`src/design/brbs_pkg.sv`:
```
// Package for the buddy region block splitter: sizes, result kinds and the
// order-pick interface struct. It depends on nothing else.
package brbs_pkg;

  // Block configuration.
  localparam int MAX_ARENAS   = 8;
  localparam int PAGE_BYTES   = 4096;
  localparam int META_BYTES   = 12;
  localparam int RESULT_LIMIT = 40;

  localparam logic [31:0] VOFFSET_RESET = 32'hC000_0000;
  localparam logic [31:0] FREE_TYPE     = 32'h0000_0001;

  // Derived widths. Addresses of a region end need 33 bits.
  localparam int PAGE_SHIFT = $clog2(PAGE_BYTES);
  localparam int ADDR_W     = 33;
  localparam int PAGES_W    = ADDR_W - PAGE_SHIFT;
  localparam int CUR_W      = 32 - PAGE_SHIFT;
  localparam int MAX_ORDER  = 31 - PAGE_SHIFT;
  localparam int ORDER_W    = 5;
  localparam int ARENA_W    = 3;
  localparam int COUNT_W    = $clog2(MAX_ARENAS + 1);
  localparam int RESULT_W   = $clog2(RESULT_LIMIT);
  localparam int META_W     = $clog2(META_BYTES + 1);
  localparam int PROD_W     = PAGES_W + META_W + 1;

  // Result kinds.
  typedef enum logic [2:0] {
    KIND_FREE      = 3'd0,
    KIND_SKIPPED   = 3'd1,
    KIND_TOO_SMALL = 3'd2,
    KIND_NO_SLOT   = 3'd3,
    KIND_EMPTY     = 3'd4
  } kind_t;

  // Order chosen for the next free block.
  typedef struct packed {
    logic [ORDER_W-1:0] order;   // block holds 2^order pages
    logic [PAGES_W-1:0] step;    // 2^order, in pages
    logic               drains;  // the block uses up every remaining page
  } pick_t;

endpackage

```
`src/design/brbs_order_pick.sv`:
```
// Order picker: largest block order that is aligned, fits the remaining pages
// and does not pass the arena's max order. Depends on brbs_pkg.
module brbs_order_pick (
  input  logic [brbs_pkg::CUR_W-1:0]   cur_pages,
  input  logic [brbs_pkg::PAGES_W-1:0] rem_pages,
  input  logic [brbs_pkg::ORDER_W-1:0] order_cap,
  input  logic                         align_ok,
  output brbs_pkg::pick_t              pick
);

  // Alignment and fit are both monotone in the order, so the highest order
  // that passes every test is the answer; order 0 is the fallback.
  always_comb begin
    logic [brbs_pkg::ORDER_W-1:0] ord;
    ord = '0;
    for (int o = 1; o <= brbs_pkg::MAX_ORDER; o++) begin
      if (align_ok &&
          (brbs_pkg::ORDER_W'(o) <= order_cap) &&
          ((cur_pages & brbs_pkg::CUR_W'((1 << o) - 1)) == '0) &&
          ((rem_pages >> o) != '0)) begin
        ord = brbs_pkg::ORDER_W'(o);
      end
    end
    pick.order  = ord;
    pick.step   = brbs_pkg::PAGES_W'(1) << ord;
    pick.drains = (rem_pages == pick.step);
  end

endmodule

```
`src/design/buddy_region_block_splitter_unit.sv`:
```
// Top level of the buddy region block splitter: sequencer, order search,
// metadata reservation and the output register. Uses brbs_pkg, brbs_order_pick.
//
// Each accepted item is one memory-map entry. Skipped, too small and
// no-slot entries give one result and hold the input stalled through the
// round, classify and report states. An accepted arena holds the input
// stalled through round, classify, the order search, metadata, place and
// emit; the order search tests one doubling block size against the length
// per cycle, up to 20 steps, and the emitter produces one free block per
// cycle while the output is not stalled, at most 40 results. The next entry
// is taken while the last result of the previous one still waits in the output
// register. virtual_offset may be written whenever no entry is in work.
module buddy_region_block_splitter_unit (
  input  logic        clk,
  input  logic        rst,
  // Configuration
  input  logic        cfg_we,
  input  logic [31:0] cfg_wdata,
  // Input channel
  input  logic        in_valid,
  output logic        in_stall,
  input  logic [63:0] region_base,
  input  logic [63:0] region_length,
  input  logic [31:0] region_type,
  input  logic        end_of_map,
  // Output channel
  output logic        out_valid,
  input  logic        out_stall,
  output logic [2:0]  kind,
  output logic [2:0]  arena_index,
  output logic [31:0] block_address,
  output logic [4:0]  block_order,
  output logic [4:0]  arena_max_order,
  output logic        last
);

  typedef enum logic [7:0] {
    ST_IDLE     = 8'b0000_0001,
    ST_ROUND    = 8'b0000_0010,
    ST_CLASSIFY = 8'b0000_0100,
    ST_SEARCH   = 8'b0000_1000,
    ST_META     = 8'b0001_0000,
    ST_PLACE    = 8'b0010_0000,
    ST_EMIT     = 8'b0100_0000,
    ST_REPORT   = 8'b1000_0000
  } state_t;

  state_t state;
  state_t state_next;

  logic [31:0] virtual_offset;
  logic [brbs_pkg::COUNT_W-1:0] arena_count;

  // Entry registers
  logic [31:0] base_lo;
  logic [31:0] len_lo;
  logic        skip;
  logic        eom;
  logic [brbs_pkg::ADDR_W-1:0] abase;
  logic [brbs_pkg::ADDR_W-1:0] end_addr;
  logic [brbs_pkg::ADDR_W-1:0] alen;
  logic [brbs_pkg::ADDR_W-1:0] size;
  logic [brbs_pkg::COUNT_W-1:0] arena_slot;
  logic [brbs_pkg::ORDER_W-1:0] arena_order;
  logic [brbs_pkg::PAGES_W-1:0] meta_pages;
  logic [brbs_pkg::PAGES_W-1:0] phys_pages;
  logic [brbs_pkg::PAGES_W-1:0] rem_pages;
  logic [brbs_pkg::CUR_W-1:0]   cur_pages;
  logic        align_ok;
  logic [brbs_pkg::RESULT_W-1:0] n_results;
  brbs_pkg::kind_t rep_kind;

  // Combinational helpers
  logic accept;
  logic out_free;
  logic load;
  logic too_small;
  logic no_slot;
  logic grow;
  logic empty;
  logic final_result;
  logic [brbs_pkg::PROD_W-1:0] meta_prod;
  logic [brbs_pkg::PROD_W-1:0] meta_round;
  brbs_pkg::pick_t pick;

  assign in_stall  = (state != ST_IDLE);
  assign accept    = in_valid && !in_stall;
  assign out_free  = !out_valid || !out_stall;
  assign load      = ((state == ST_EMIT) || (state == ST_REPORT)) && out_free;
  assign too_small = (abase >= end_addr);
  assign no_slot   = (arena_count >= brbs_pkg::COUNT_W'(brbs_pkg::MAX_ARENAS));

  // One step of the order search: does the next larger block fit the length?
  assign grow = (arena_order < brbs_pkg::ORDER_W'(brbs_pkg::MAX_ORDER)) &&
                ({1'b0, len_lo} >= size);

  // Metadata pages: ceil(pages * META_BYTES / PAGE_BYTES).
  assign meta_prod  = brbs_pkg::PROD_W'(alen[brbs_pkg::ADDR_W-1:brbs_pkg::PAGE_SHIFT]) *
                      brbs_pkg::PROD_W'(brbs_pkg::META_BYTES);
  assign meta_round = meta_prod + brbs_pkg::PROD_W'(brbs_pkg::PAGE_BYTES - 1);

  assign empty        = (rem_pages == '0);
  assign final_result = empty || pick.drains ||
                        (n_results == brbs_pkg::RESULT_W'(brbs_pkg::RESULT_LIMIT - 1));

  brbs_order_pick u_pick (
    .cur_pages (cur_pages),
    .rem_pages (rem_pages),
    .order_cap (arena_order),
    .align_ok  (align_ok),
    .pick      (pick)
  );

  // Sequencer
  always_comb begin
    state_next = state;
    unique case (state)
      ST_IDLE: begin
        if (accept) state_next = ST_ROUND;
      end
      ST_ROUND: begin
        state_next = ST_CLASSIFY;
      end
      ST_CLASSIFY: begin
        if (skip || too_small || no_slot) state_next = ST_REPORT;
        else state_next = ST_SEARCH;
      end
      ST_SEARCH: begin
        if (!grow) state_next = ST_META;
      end
      ST_META: begin
        state_next = ST_PLACE;
      end
      ST_PLACE: begin
        state_next = ST_EMIT;
      end
      ST_EMIT: begin
        if (out_free && final_result) state_next = ST_IDLE;
      end
      ST_REPORT: begin
        if (out_free) state_next = ST_IDLE;
      end
      default: begin
        state_next = ST_IDLE;
      end
    endcase
  end

  // Control registers: state, arena count, configuration and output valid.
  always_ff @(posedge clk) begin
    if (rst) begin
      state          <= ST_IDLE;
      arena_count    <= '0;
      virtual_offset <= brbs_pkg::VOFFSET_RESET;
      out_valid      <= 1'b0;
    end else begin
      state <= state_next;
      if (cfg_we) virtual_offset <= cfg_wdata;
      // An accepted arena takes a slot; the end of the map frees them all.
      if (state == ST_CLASSIFY) begin
        if (eom) arena_count <= '0;
        else if (!skip && !too_small && !no_slot) arena_count <= arena_count + 1'b1;
      end
      if (load) out_valid <= 1'b1;
      else if (!out_stall) out_valid <= 1'b0;
    end
  end

  // Datapath registers of the entry in work.
  always_ff @(posedge clk) begin
    if (accept) begin
      base_lo <= region_base[31:0];
      len_lo  <= region_length[31:0];
      skip    <= (region_base[63:32] != '0) || (region_length[63:32] != '0) ||
                 (region_type != brbs_pkg::FREE_TYPE);
      eom     <= end_of_map;
    end
    // Round the base up to a page and form the 33-bit end address.
    if (state == ST_ROUND) begin
      abase    <= ({1'b0, base_lo} + brbs_pkg::ADDR_W'(brbs_pkg::PAGE_BYTES - 1)) &
                  ~brbs_pkg::ADDR_W'(brbs_pkg::PAGE_BYTES - 1);
      end_addr <= {1'b0, base_lo} + {1'b0, len_lo};
    end
    // Classify the entry and prime the order search.
    if (state == ST_CLASSIFY) begin
      if (skip) rep_kind <= brbs_pkg::KIND_SKIPPED;
      else if (too_small) rep_kind <= brbs_pkg::KIND_TOO_SMALL;
      else rep_kind <= brbs_pkg::KIND_NO_SLOT;
      alen        <= end_addr - abase;
      arena_slot  <= arena_count;
      arena_order <= '0;
      size        <= brbs_pkg::ADDR_W'(2 * brbs_pkg::PAGE_BYTES);
    end
    if ((state == ST_SEARCH) && grow) begin
      arena_order <= arena_order + 1'b1;
      size        <= size << 1;
    end
    if (state == ST_META) begin
      meta_pages <= brbs_pkg::PAGES_W'(meta_round >> brbs_pkg::PAGE_SHIFT);
    end
    // Skip the metadata pages; track the physical and virtual page positions.
    if (state == ST_PLACE) begin
      phys_pages <= abase[brbs_pkg::ADDR_W-1:brbs_pkg::PAGE_SHIFT] + meta_pages;
      rem_pages  <= alen[brbs_pkg::ADDR_W-1:brbs_pkg::PAGE_SHIFT] - meta_pages;
      cur_pages  <= abase[brbs_pkg::PAGE_SHIFT+brbs_pkg::CUR_W-1:brbs_pkg::PAGE_SHIFT] +
                    meta_pages[brbs_pkg::CUR_W-1:0] +
                    virtual_offset[31:brbs_pkg::PAGE_SHIFT];
      align_ok   <= (virtual_offset[brbs_pkg::PAGE_SHIFT-1:0] == '0);
      n_results  <= '0;
    end
    // Carve one block per emitted item.
    if ((state == ST_EMIT) && out_free && !empty) begin
      phys_pages <= phys_pages + pick.step;
      cur_pages  <= cur_pages + pick.step[brbs_pkg::CUR_W-1:0];
      rem_pages  <= rem_pages - pick.step;
      n_results  <= n_results + 1'b1;
    end
  end

  // Output register payload.
  always_ff @(posedge clk) begin
    if (load) begin
      if (state == ST_REPORT) begin
        kind            <= rep_kind;
        arena_index     <= '0;
        block_address   <= '0;
        block_order     <= '0;
        arena_max_order <= '0;
        last            <= 1'b1;
      end else if (empty) begin
        kind            <= brbs_pkg::KIND_EMPTY;
        arena_index     <= brbs_pkg::ARENA_W'(arena_slot);
        block_address   <= '0;
        block_order     <= '0;
        arena_max_order <= arena_order;
        last            <= 1'b1;
      end else begin
        kind            <= brbs_pkg::KIND_FREE;
        arena_index     <= brbs_pkg::ARENA_W'(arena_slot);
        block_address   <= {phys_pages[brbs_pkg::CUR_W-1:0], {brbs_pkg::PAGE_SHIFT{1'b0}}};
        block_order     <= pick.order;
        arena_max_order <= arena_order;
        last            <= final_result;
      end
    end
  end

`ifndef ASSERT_OFF
  // The slot count saturates at the number of arenas.
  a_count_bound: assert property (@(posedge clk) disable iff (rst)
    arena_count <= brbs_pkg::COUNT_W'(brbs_pkg::MAX_ARENAS))
    else $error("arena count passed its limit");

  // A free block never exceeds the arena's max order.
  a_order_bound: assert property (@(posedge clk) disable iff (rst)
    out_valid && (kind == brbs_pkg::KIND_FREE) |-> block_order <= arena_max_order)
    else $error("block order above arena max order");

  // Every block shrinks the remaining pages without wrapping.
  a_rem_shrinks: assert property (@(posedge clk) disable iff (rst)
    (state == ST_EMIT) && out_free && !empty |=> rem_pages < $past(rem_pages))
    else $error("remaining pages did not shrink");

  // Every result other than a free block is the entry's final one.
  a_single_last: assert property (@(posedge clk) disable iff (rst)
    out_valid && (kind != brbs_pkg::KIND_FREE) |-> last)
    else $error("single result without last");
`endif

endmodule

```
`config.mk`:
```
export PLATFORM = sky130hd
export DESIGN_NAME = buddy_region_block_splitter_unit
export DESIGN_NICKNAME = d
export VERILOG_FILES = /design/src/design/brbs_pkg.sv /design/src/design/brbs_order_pick.sv /design/src/design/buddy_region_block_splitter_unit.sv
export SDC_FILE = /design/constraint.sdc
export NUM_CORES = 1
export LEC_CHECK = 0
export CAP_MARGIN = 0
export CORE_MARGIN = 2
export CORE_UTILIZATION = 60
export CTS_CLUSTER_SIZE = 16
export DETAILED_ROUTE_END_ITERATION = 7
export DONT_BUFFER_PORTS = 1
export PLACE_DENSITY = 0.76
export SLEW_MARGIN = 30
export SYNTH_ARGS = -nofsm -noshare
export SYNTH_HDL_FRONTEND = slang
export SYNTH_SLANG_ARGS = --single-unit
```
`constraint.sdc`:
```
create_clock -name clk -period 11.1 [get_ports clk]
set_input_delay 1.11 -clock clk [delete_from_list [all_inputs] [get_ports clk]]
set_output_delay 1.11 -clock clk [all_outputs]
set_load 0.02 [all_outputs]
```
==> Word level (Yosys, flattened, before mapping) <==
Cells that the tools add are included.
{ "totals": {"register_bits": 361} }
{ "op_classes": {"n_shift": 1, "n_eq_ne": 17, "reduce_logical": 129, "n_mux": 44, "add_sub_neg": 14, "magnitude_cmp": 23, "n_mul": 1} }
{ "op_table": {"columns": ["operator", "n"], "rows": [
  ["nonzero test 21 bit", 19],
  ["logical NOT 20 bit", 19],
  ["2-to-1 mux 5 bit", 20],
  ["2-to-1 mux 21 bit", 4],
  ["logical AND 1 bit", 66],
  ["2-to-1 mux 33 bit", 2],
  ["case mux 8 bit (8 select lines)", 1],
  ["nonzero test 32 bit", 2],
  ["adder 20 bit", 2],
  ["less-or-equal comparator 4 x 5 -> 1 bit, first input constant", 8],
  ["2-to-1 mux 20 bit", 2],
  ["2-to-1 mux 8 bit", 5],
  ["adder 32 x 12 -> 33 bit, second input constant", 1],
  ["adder 32 x 32 -> 33 bit", 1],
  ["greater-or-equal comparator 32 x 33 -> 1 bit", 1],
  ["greater-or-equal comparator 33 bit", 1],
  ["subtractor 33 bit", 1],
  ["!= test 32 x 1 -> 1 bit, second input constant", 1],
  ["adder 25 x 12 -> 26 bit, second input constant", 1],
  ["multiplier 21 x 2 -> 23 bit, second input constant", 1],
  ["adder 21 x 14 -> 21 bit", 1],
  ["adder 21 bit", 1],
  ["equality test 21 bit", 1],
  ["logical NOT 21 bit", 1],
  ["other kinds (36)", 67]
]} }

==> Depth between registers and ports, before layout <==
{ "logic_depth": {"depth_word": 30, "mapped_depth": 25} }

==> Modules after synthesis <==
From an unflattened synthesis, not the netlist that was laid out.
{ "hier_totals": {"hier_cells": 2413, "hier_area_um2": 23936.7} }
{ "modules_own_cells": {"columns": ["module", "cells_each", "area_each_um2", "n_inst"], "rows": [
  ["buddy_region_block_splitter_unit", 2196, 22450.3, 1],
  ["brbs_order_pick", 217, 1486.4, 1]
]} }

==> Least setup slack after synthesis <==
No wires, ideal clock.
{ "synth_path": {"path_kind": "register to register", "start": "reg rem_pages[20] (netlist bit)", "end": "reg rem_pages[20] (netlist bit) (data pin)", "slack_ns": 5.337, "t_arrival_ns": 5.505, "setup_ns": 0.259, "stages_incl_launch_ff": 25, "period_less_slack_ns": 5.763, "cell_sequence": "edfxtp_1 -> or3_1 -> buf_2 -> nor4b_4 -> nand4_2 -> or3_1 -> o2111ai_2 -> a221oi_2 -> or4_1 -> and3_1 -> buf_6 -> nor4_1 -> ha_1 -> inv_1 -> fa_1 -> a21o_1 -> a21oi_1 -> o21a_1 -> or4_1 -> a31oi_1 -> a21o_1 -> nor2_1 -> o21ai_0 -> xnor2_1 -> a211o_1"} }
{ "synth_between": {"elab_chain_len": 24, "word_cells_on_any_way": 63, "classes_between": "add/sub: 1; shift: 1; mux: 20; reduce/logical: 41"} }
{ "synth_rtl": {"columns": ["element", "line", "source"], "rows": [
  ["start: declaration", "buddy_region_block_splitter_unit.sv:67", "logic [brbs_pkg::PAGES_W-1:0] rem_pages;"],
  ["start signal: assignment", "buddy_region_block_splitter_unit.sv:204", "rem_pages <= alen[brbs_pkg::ADDR_W-1:brbs_pkg::PAGE_SHIFT] - meta_pages;"],
  ["start signal: assignment", "buddy_region_block_splitter_unit.sv:215", "rem_pages <= rem_pages - pick.step;"],
  ["nonzero test 21 bit", "brbs_order_pick.sv:20", "((rem_pages >> o) != '0)) begin"],
  ["logical AND 1 bit", "brbs_order_pick.sv:19", "((cur_pages & brbs_pkg::CUR_W'((1 << o) - 1)) == '0) &&"],
  ["2-to-1 mux 1 bit", "brbs_order_pick.sv:17", "if (align_ok &&"],
  ["2-to-1 mux 5 bit (18 in a row)", "brbs_order_pick.sv:17", null],
  ["left shift 1 x 5 -> 21 bit", "brbs_order_pick.sv:25", "pick.step = brbs_pkg::PAGES_W'(1) << ord;"],
  ["subtractor 21 bit", "buddy_region_block_splitter_unit.sv:215", null],
  ["2-to-1 mux 21 bit *", "buddy_region_block_splitter_unit.sv:212", "if ((state == ST_EMIT) && out_free && !empty) begin"]
]} }
Every way passes the cells marked *; elsewhere a longest branch is shown, timed or not.
A chain may end at the register's enable or synchronous reset.

==> Worst setup path in the final report <==
{ "layout_path": {"start": "reg rem_pages[20] (netlist bit)", "end": "reg cur_pages[18] (netlist bit) (data pin)"} }
{ "layout_between": {"elab_chain_len": 24, "word_cells_on_any_way": 63, "classes_between": "add/sub: 1; shift: 1; mux: 20; reduce/logical: 41"} }
{ "layout_rtl": {"columns": ["element", "line", "source"], "rows": [
  ["nonzero test 21 bit", "brbs_order_pick.sv:20", null],
  ["logical AND 1 bit", "brbs_order_pick.sv:19", null],
  ["2-to-1 mux 1 bit", "brbs_order_pick.sv:17", null],
  ["2-to-1 mux 5 bit (18 in a row)", "brbs_order_pick.sv:17", null],
  ["left shift 1 x 5 -> 21 bit", "brbs_order_pick.sv:25", null],
  ["adder 20 bit", "buddy_region_block_splitter_unit.sv:214", "cur_pages <= cur_pages + pick.step[brbs_pkg::CUR_W-1:0];"],
  ["2-to-1 mux 20 bit *", "buddy_region_block_splitter_unit.sv:212", null],
  ["end signal: assignment", "buddy_region_block_splitter_unit.sv:205", "cur_pages <= abase[brbs_pkg::PAGE_SHIFT+brbs_pkg::CUR_W-1:brbs_pkg::PAGE_SHIFT] +"],
  ["end signal: assignment", "buddy_region_block_splitter_unit.sv:214", null],
  ["end: declaration", "buddy_region_block_splitter_unit.sv:68", "logic [brbs_pkg::CUR_W-1:0] cur_pages;"]
]} }
Marks and branches as above.

==> flow_summary.json <==
{
  "routabilityCongestion": 0.9677,
  "hold-path-cell-count": 2,
  "start_util_pct": 60.52,
  "path_class": "reg2reg",
  "crit_arrival_ns": 7.30,
  "post_synth.cell_area_avg_um2": 10.01,
  "slowest_delay_ns": 0.69,
  "syn-cell-area_mm2": 0.02263,
  "p_per_area_mw_per_mm2": 135.0,
  "hold_viol": 0,
  "synth-compound-area-share_pct": 14.91,
  "end_kind": "flip-flop",
  "crit_slowest_cell": "nor4_1",
  "maxSlewViolCount": 0,
  "cts_sinks": 333,
  "io_pins": 249,
  "setup_violations": 0,
  "area_delta_synth_final_pct": 8.292,
  "yosysWarnings": 0,
  "rows": 71,
  "h-tree-depth": 2,
  "grt_antenna_before_repair": 1,
  "vias_per_cell": 6.187,
  "grt_max_degree": 85,
  "synthTopCellsByArea": "edfxtp_1 38%, ha_1 12%, xnor2_1 4.0%",
  "cts_root_buffer": "clkbuf_16",
  "grt_pass1_wl_mm": 88.24,
  "path_max_fanout": 9,
  "synth-async-reset-ratio_pct": 0,
  "hold_buffers": 0,
  "grt_usage_pct": 29.17,
  "coreArea_mm2": 0.03740,
  "dpl.hpwl_mm": 45.05,
  "synthCells": 2261,
  "yosys.area.top_type": "edfxtp_1",
  "antenna_cells": 0,
  "num_vias": 17404,
  "die_h_um": 198.2,
  "dr.pass1.iters": 5,
  "yosys.area_share.simple_pct": 16.89,
  "final_layout_size_suffix_gt1_share_pct": 4.909,
  "multi_input_area_mm2": 0.01235,
  "final.fill_count": 2975,
  "min_period_over_period_pct": 63.01,
  "max_cap_violations": 0,
  "worstMarginPinSlew_ns": 1.042,
  "cts_resized": 0,
  "wl_per_cell_um": 20.40,
  "pre_cts_slack_ns": 4.159,
  "worst_slack_ns": 4.106,
  "synth_top_family_by_area": "simple AND/OR/NAND/NOR gates",
  "ant_nets": 0,
  "cp_cell_sequence": "or3_1 > nor4b_4 > nand4_2 > or3_1 > o2111ai_2 > a221oi_2 > or4_1 > and3_1 > nor4_1 > ha_1 > inv_1 > fa_1 > nor2b_1 > o21a_1 > o211ai_1 > a311oi_1 > o31a_1 > a41o_1 > nor4_1 > nor2_1 > xnor2_1 > mux2i_1",
  "max_freq_mhz": 143.0,
  "reg2reg_depth": 22,
  "register_area_mm2": 0.009559,
  "cts_made_buffers": 40,
  "post_cts_buffers": 0,
  "yosysUniqueCellTypes": 77,
  "drt_wl_total_mm": 57.39,
  "maxSlewHeadroom_pct": 29.91,
  "startpoint_type": "flip-flop",
  "worstHoldPathType": "reg2reg",
  "clkLatencyLatePin_ns": 0.58,
  "grt_pass1_vias": 16925,
  "synth_flop_cell": "edfxtp_1",
  "grt.overflow.total": 0,
  "clk_pin_slew_worst_paths_ns": 0.06,
  "timing.setup.tns_ns": 0,
  "dieArea_mm2": 0.03929,
  "drc": 0,
  "die_x_um": 198.2,
  "synthXorXnorAreaFrac_pct": 6.926,
  "yosys.area_share.adder_pct": 13.75,
  "synth_edf_count": 289,
  "portBuffers": 0,
  "rsz0062_at_grt": "no",
  "fin_crit_ns": 6.994,
  "cts_tree": "done",
  "synth_top_area_share_pct": 38.34,
  "status": "completed",
  "yosysSeqAreaShare_pct": 42.23,
  "nNetsFinal": 2704,
  "ys_ff_latch": 333,
  "cts_max_path_buffers": 3,
  "clock_skew_ns": 0.02761,
  "drt-initial-drc-count": 1162,
  "required_ns": 11.41,
  "synthMuxAreaShare_pct": 1.780,
  "vdd_drop_max_mv": 0.1640,
  "power.leakage_nw": 10.09
}
-- per-stage QoR --
step / hold slack [ns] / util (%) / instance area, um2 / instances / total power [mW]
3_3_place_gp: 0.4788 / 61.89 / 23150 / 2739 / 1.983
4_1_cts: 0.5014 / 65.54 / 24510 / 2813 / 3.323
5_1_grt: 0.5267 / 65.54 / 24510 / 2813 / 3.432
2_1_floorplan: 0.4534 / - / 22680 / 2272 / 1.892
3_5_place_dp: 0.4855 / 61.94 / 23170 / 2740 / 2.004
6_report: 0.5001 / 65.54 / 24510 / 2813 / 3.308
-- where the power goes --
part	switching, mW	leakage, nW	internal, mW
registers	0.0446	2.97	1.45
logic	0.286	6.46	0.205
clock network	0.516	0.665	0.803
-- cells in the final DEF, fill, tap and decap left out, types with 29 or more instances in the layout --
cell / instances
a21o_1: 63
a21oi_1: 169
and3_1: 44
clkbuf_16: 44
dfxtp_1: 44
edfxtp_1: 289
ha_1: 212
inv_1: 140
mux2i_1: 38
nand2_1: 119
nand2b_1: 29
nand3_1: 58
nand4_1: 30
nor2_1: 222
nor2b_1: 31
nor3_1: 43
nor4_1: 47
o21ai_0: 101
xnor2_1: 104
xor2_1: 75
-- worst paths after layout --
kind,from,to,slack (ns)
setup / recovery,rem_pages[20],cur_pages[18],4.11
hold / removal,virtual_offset[3],virtual_offset[3],0.50
setup reg to reg,rem_pages[20],cur_pages[18],4.11
hold reg to reg,virtual_offset[3],virtual_offset[3],0.50
-- per-layer routing --
layer	GRT usage [%]	vias up	wire length (um)
li1	-	8356	-
met1	36.14	8325	23430
met2	50.31	583	27950
met3	4.480	140	3314
met4	13.14	0	2694
met5	0	-	0
-- worst max-delay path, delay by kind of cell, from the launching register on --
family	cells	cell delay, ns
AND/OR/NAND/NOR	10	3.50
AO/OA/AOI/OAI	7	1.78
buffers and inverters	1	0.06
adder cells (fa/ha/maj)	2	0.69
multiplexers	1	0.09
flip-flops	1	0.47
XOR/XNOR	1	0.13
-- cell families after synthesis --
kind of cell / after synthesis
xor+xnor: 179
mux: 40
flops: 333
simple gates: 750
other cells: 1
compound gates: 527
buf+inv: 196
fa+ha+maj: 235
-- cells in the mapped netlist, types with 47 or more instances --
| cell | instances |
|---|---|
| a21oi_1 | 170 |
| a21o_1 | 63 |
| xnor2_1 | 104 |
| nand3_1 | 58 |
| nand2_1 | 119 |
| inv_1 | 141 |
| nor2_1 | 223 |
| ha_1 | 212 |
| edfxtp_1 | 289 |
| nor4_1 | 47 |
| o21ai_0 | 101 |
| xor2_1 | 75 |
-- sequential cells by signal (all words and copies together), names as in the netlist, 4 cells and up --
signal,cells
phys_pages,20
arena_count,4
abase,21
alen,21
cur_pages,19
len_lo,32
end_addr,33
arena_max_order,5
arena_order,5
block_address,20
virtual_offset,31
state,8
n_results,6
size,20
rem_pages,21
base_lo,32
meta_pages,14
block_order,5
-- cell type report --
type	count	share of cell area [%]
multi-input cells	1743	50.38
inverters	144	2.221
clock buffers	58	4.926
clock inverters	15	0.5615
well taps	511	2.608
flip-flops and latches	333	39.00
repair buffers	9	0.3063
No activity file was read; power rests on OpenSTA's default activity.
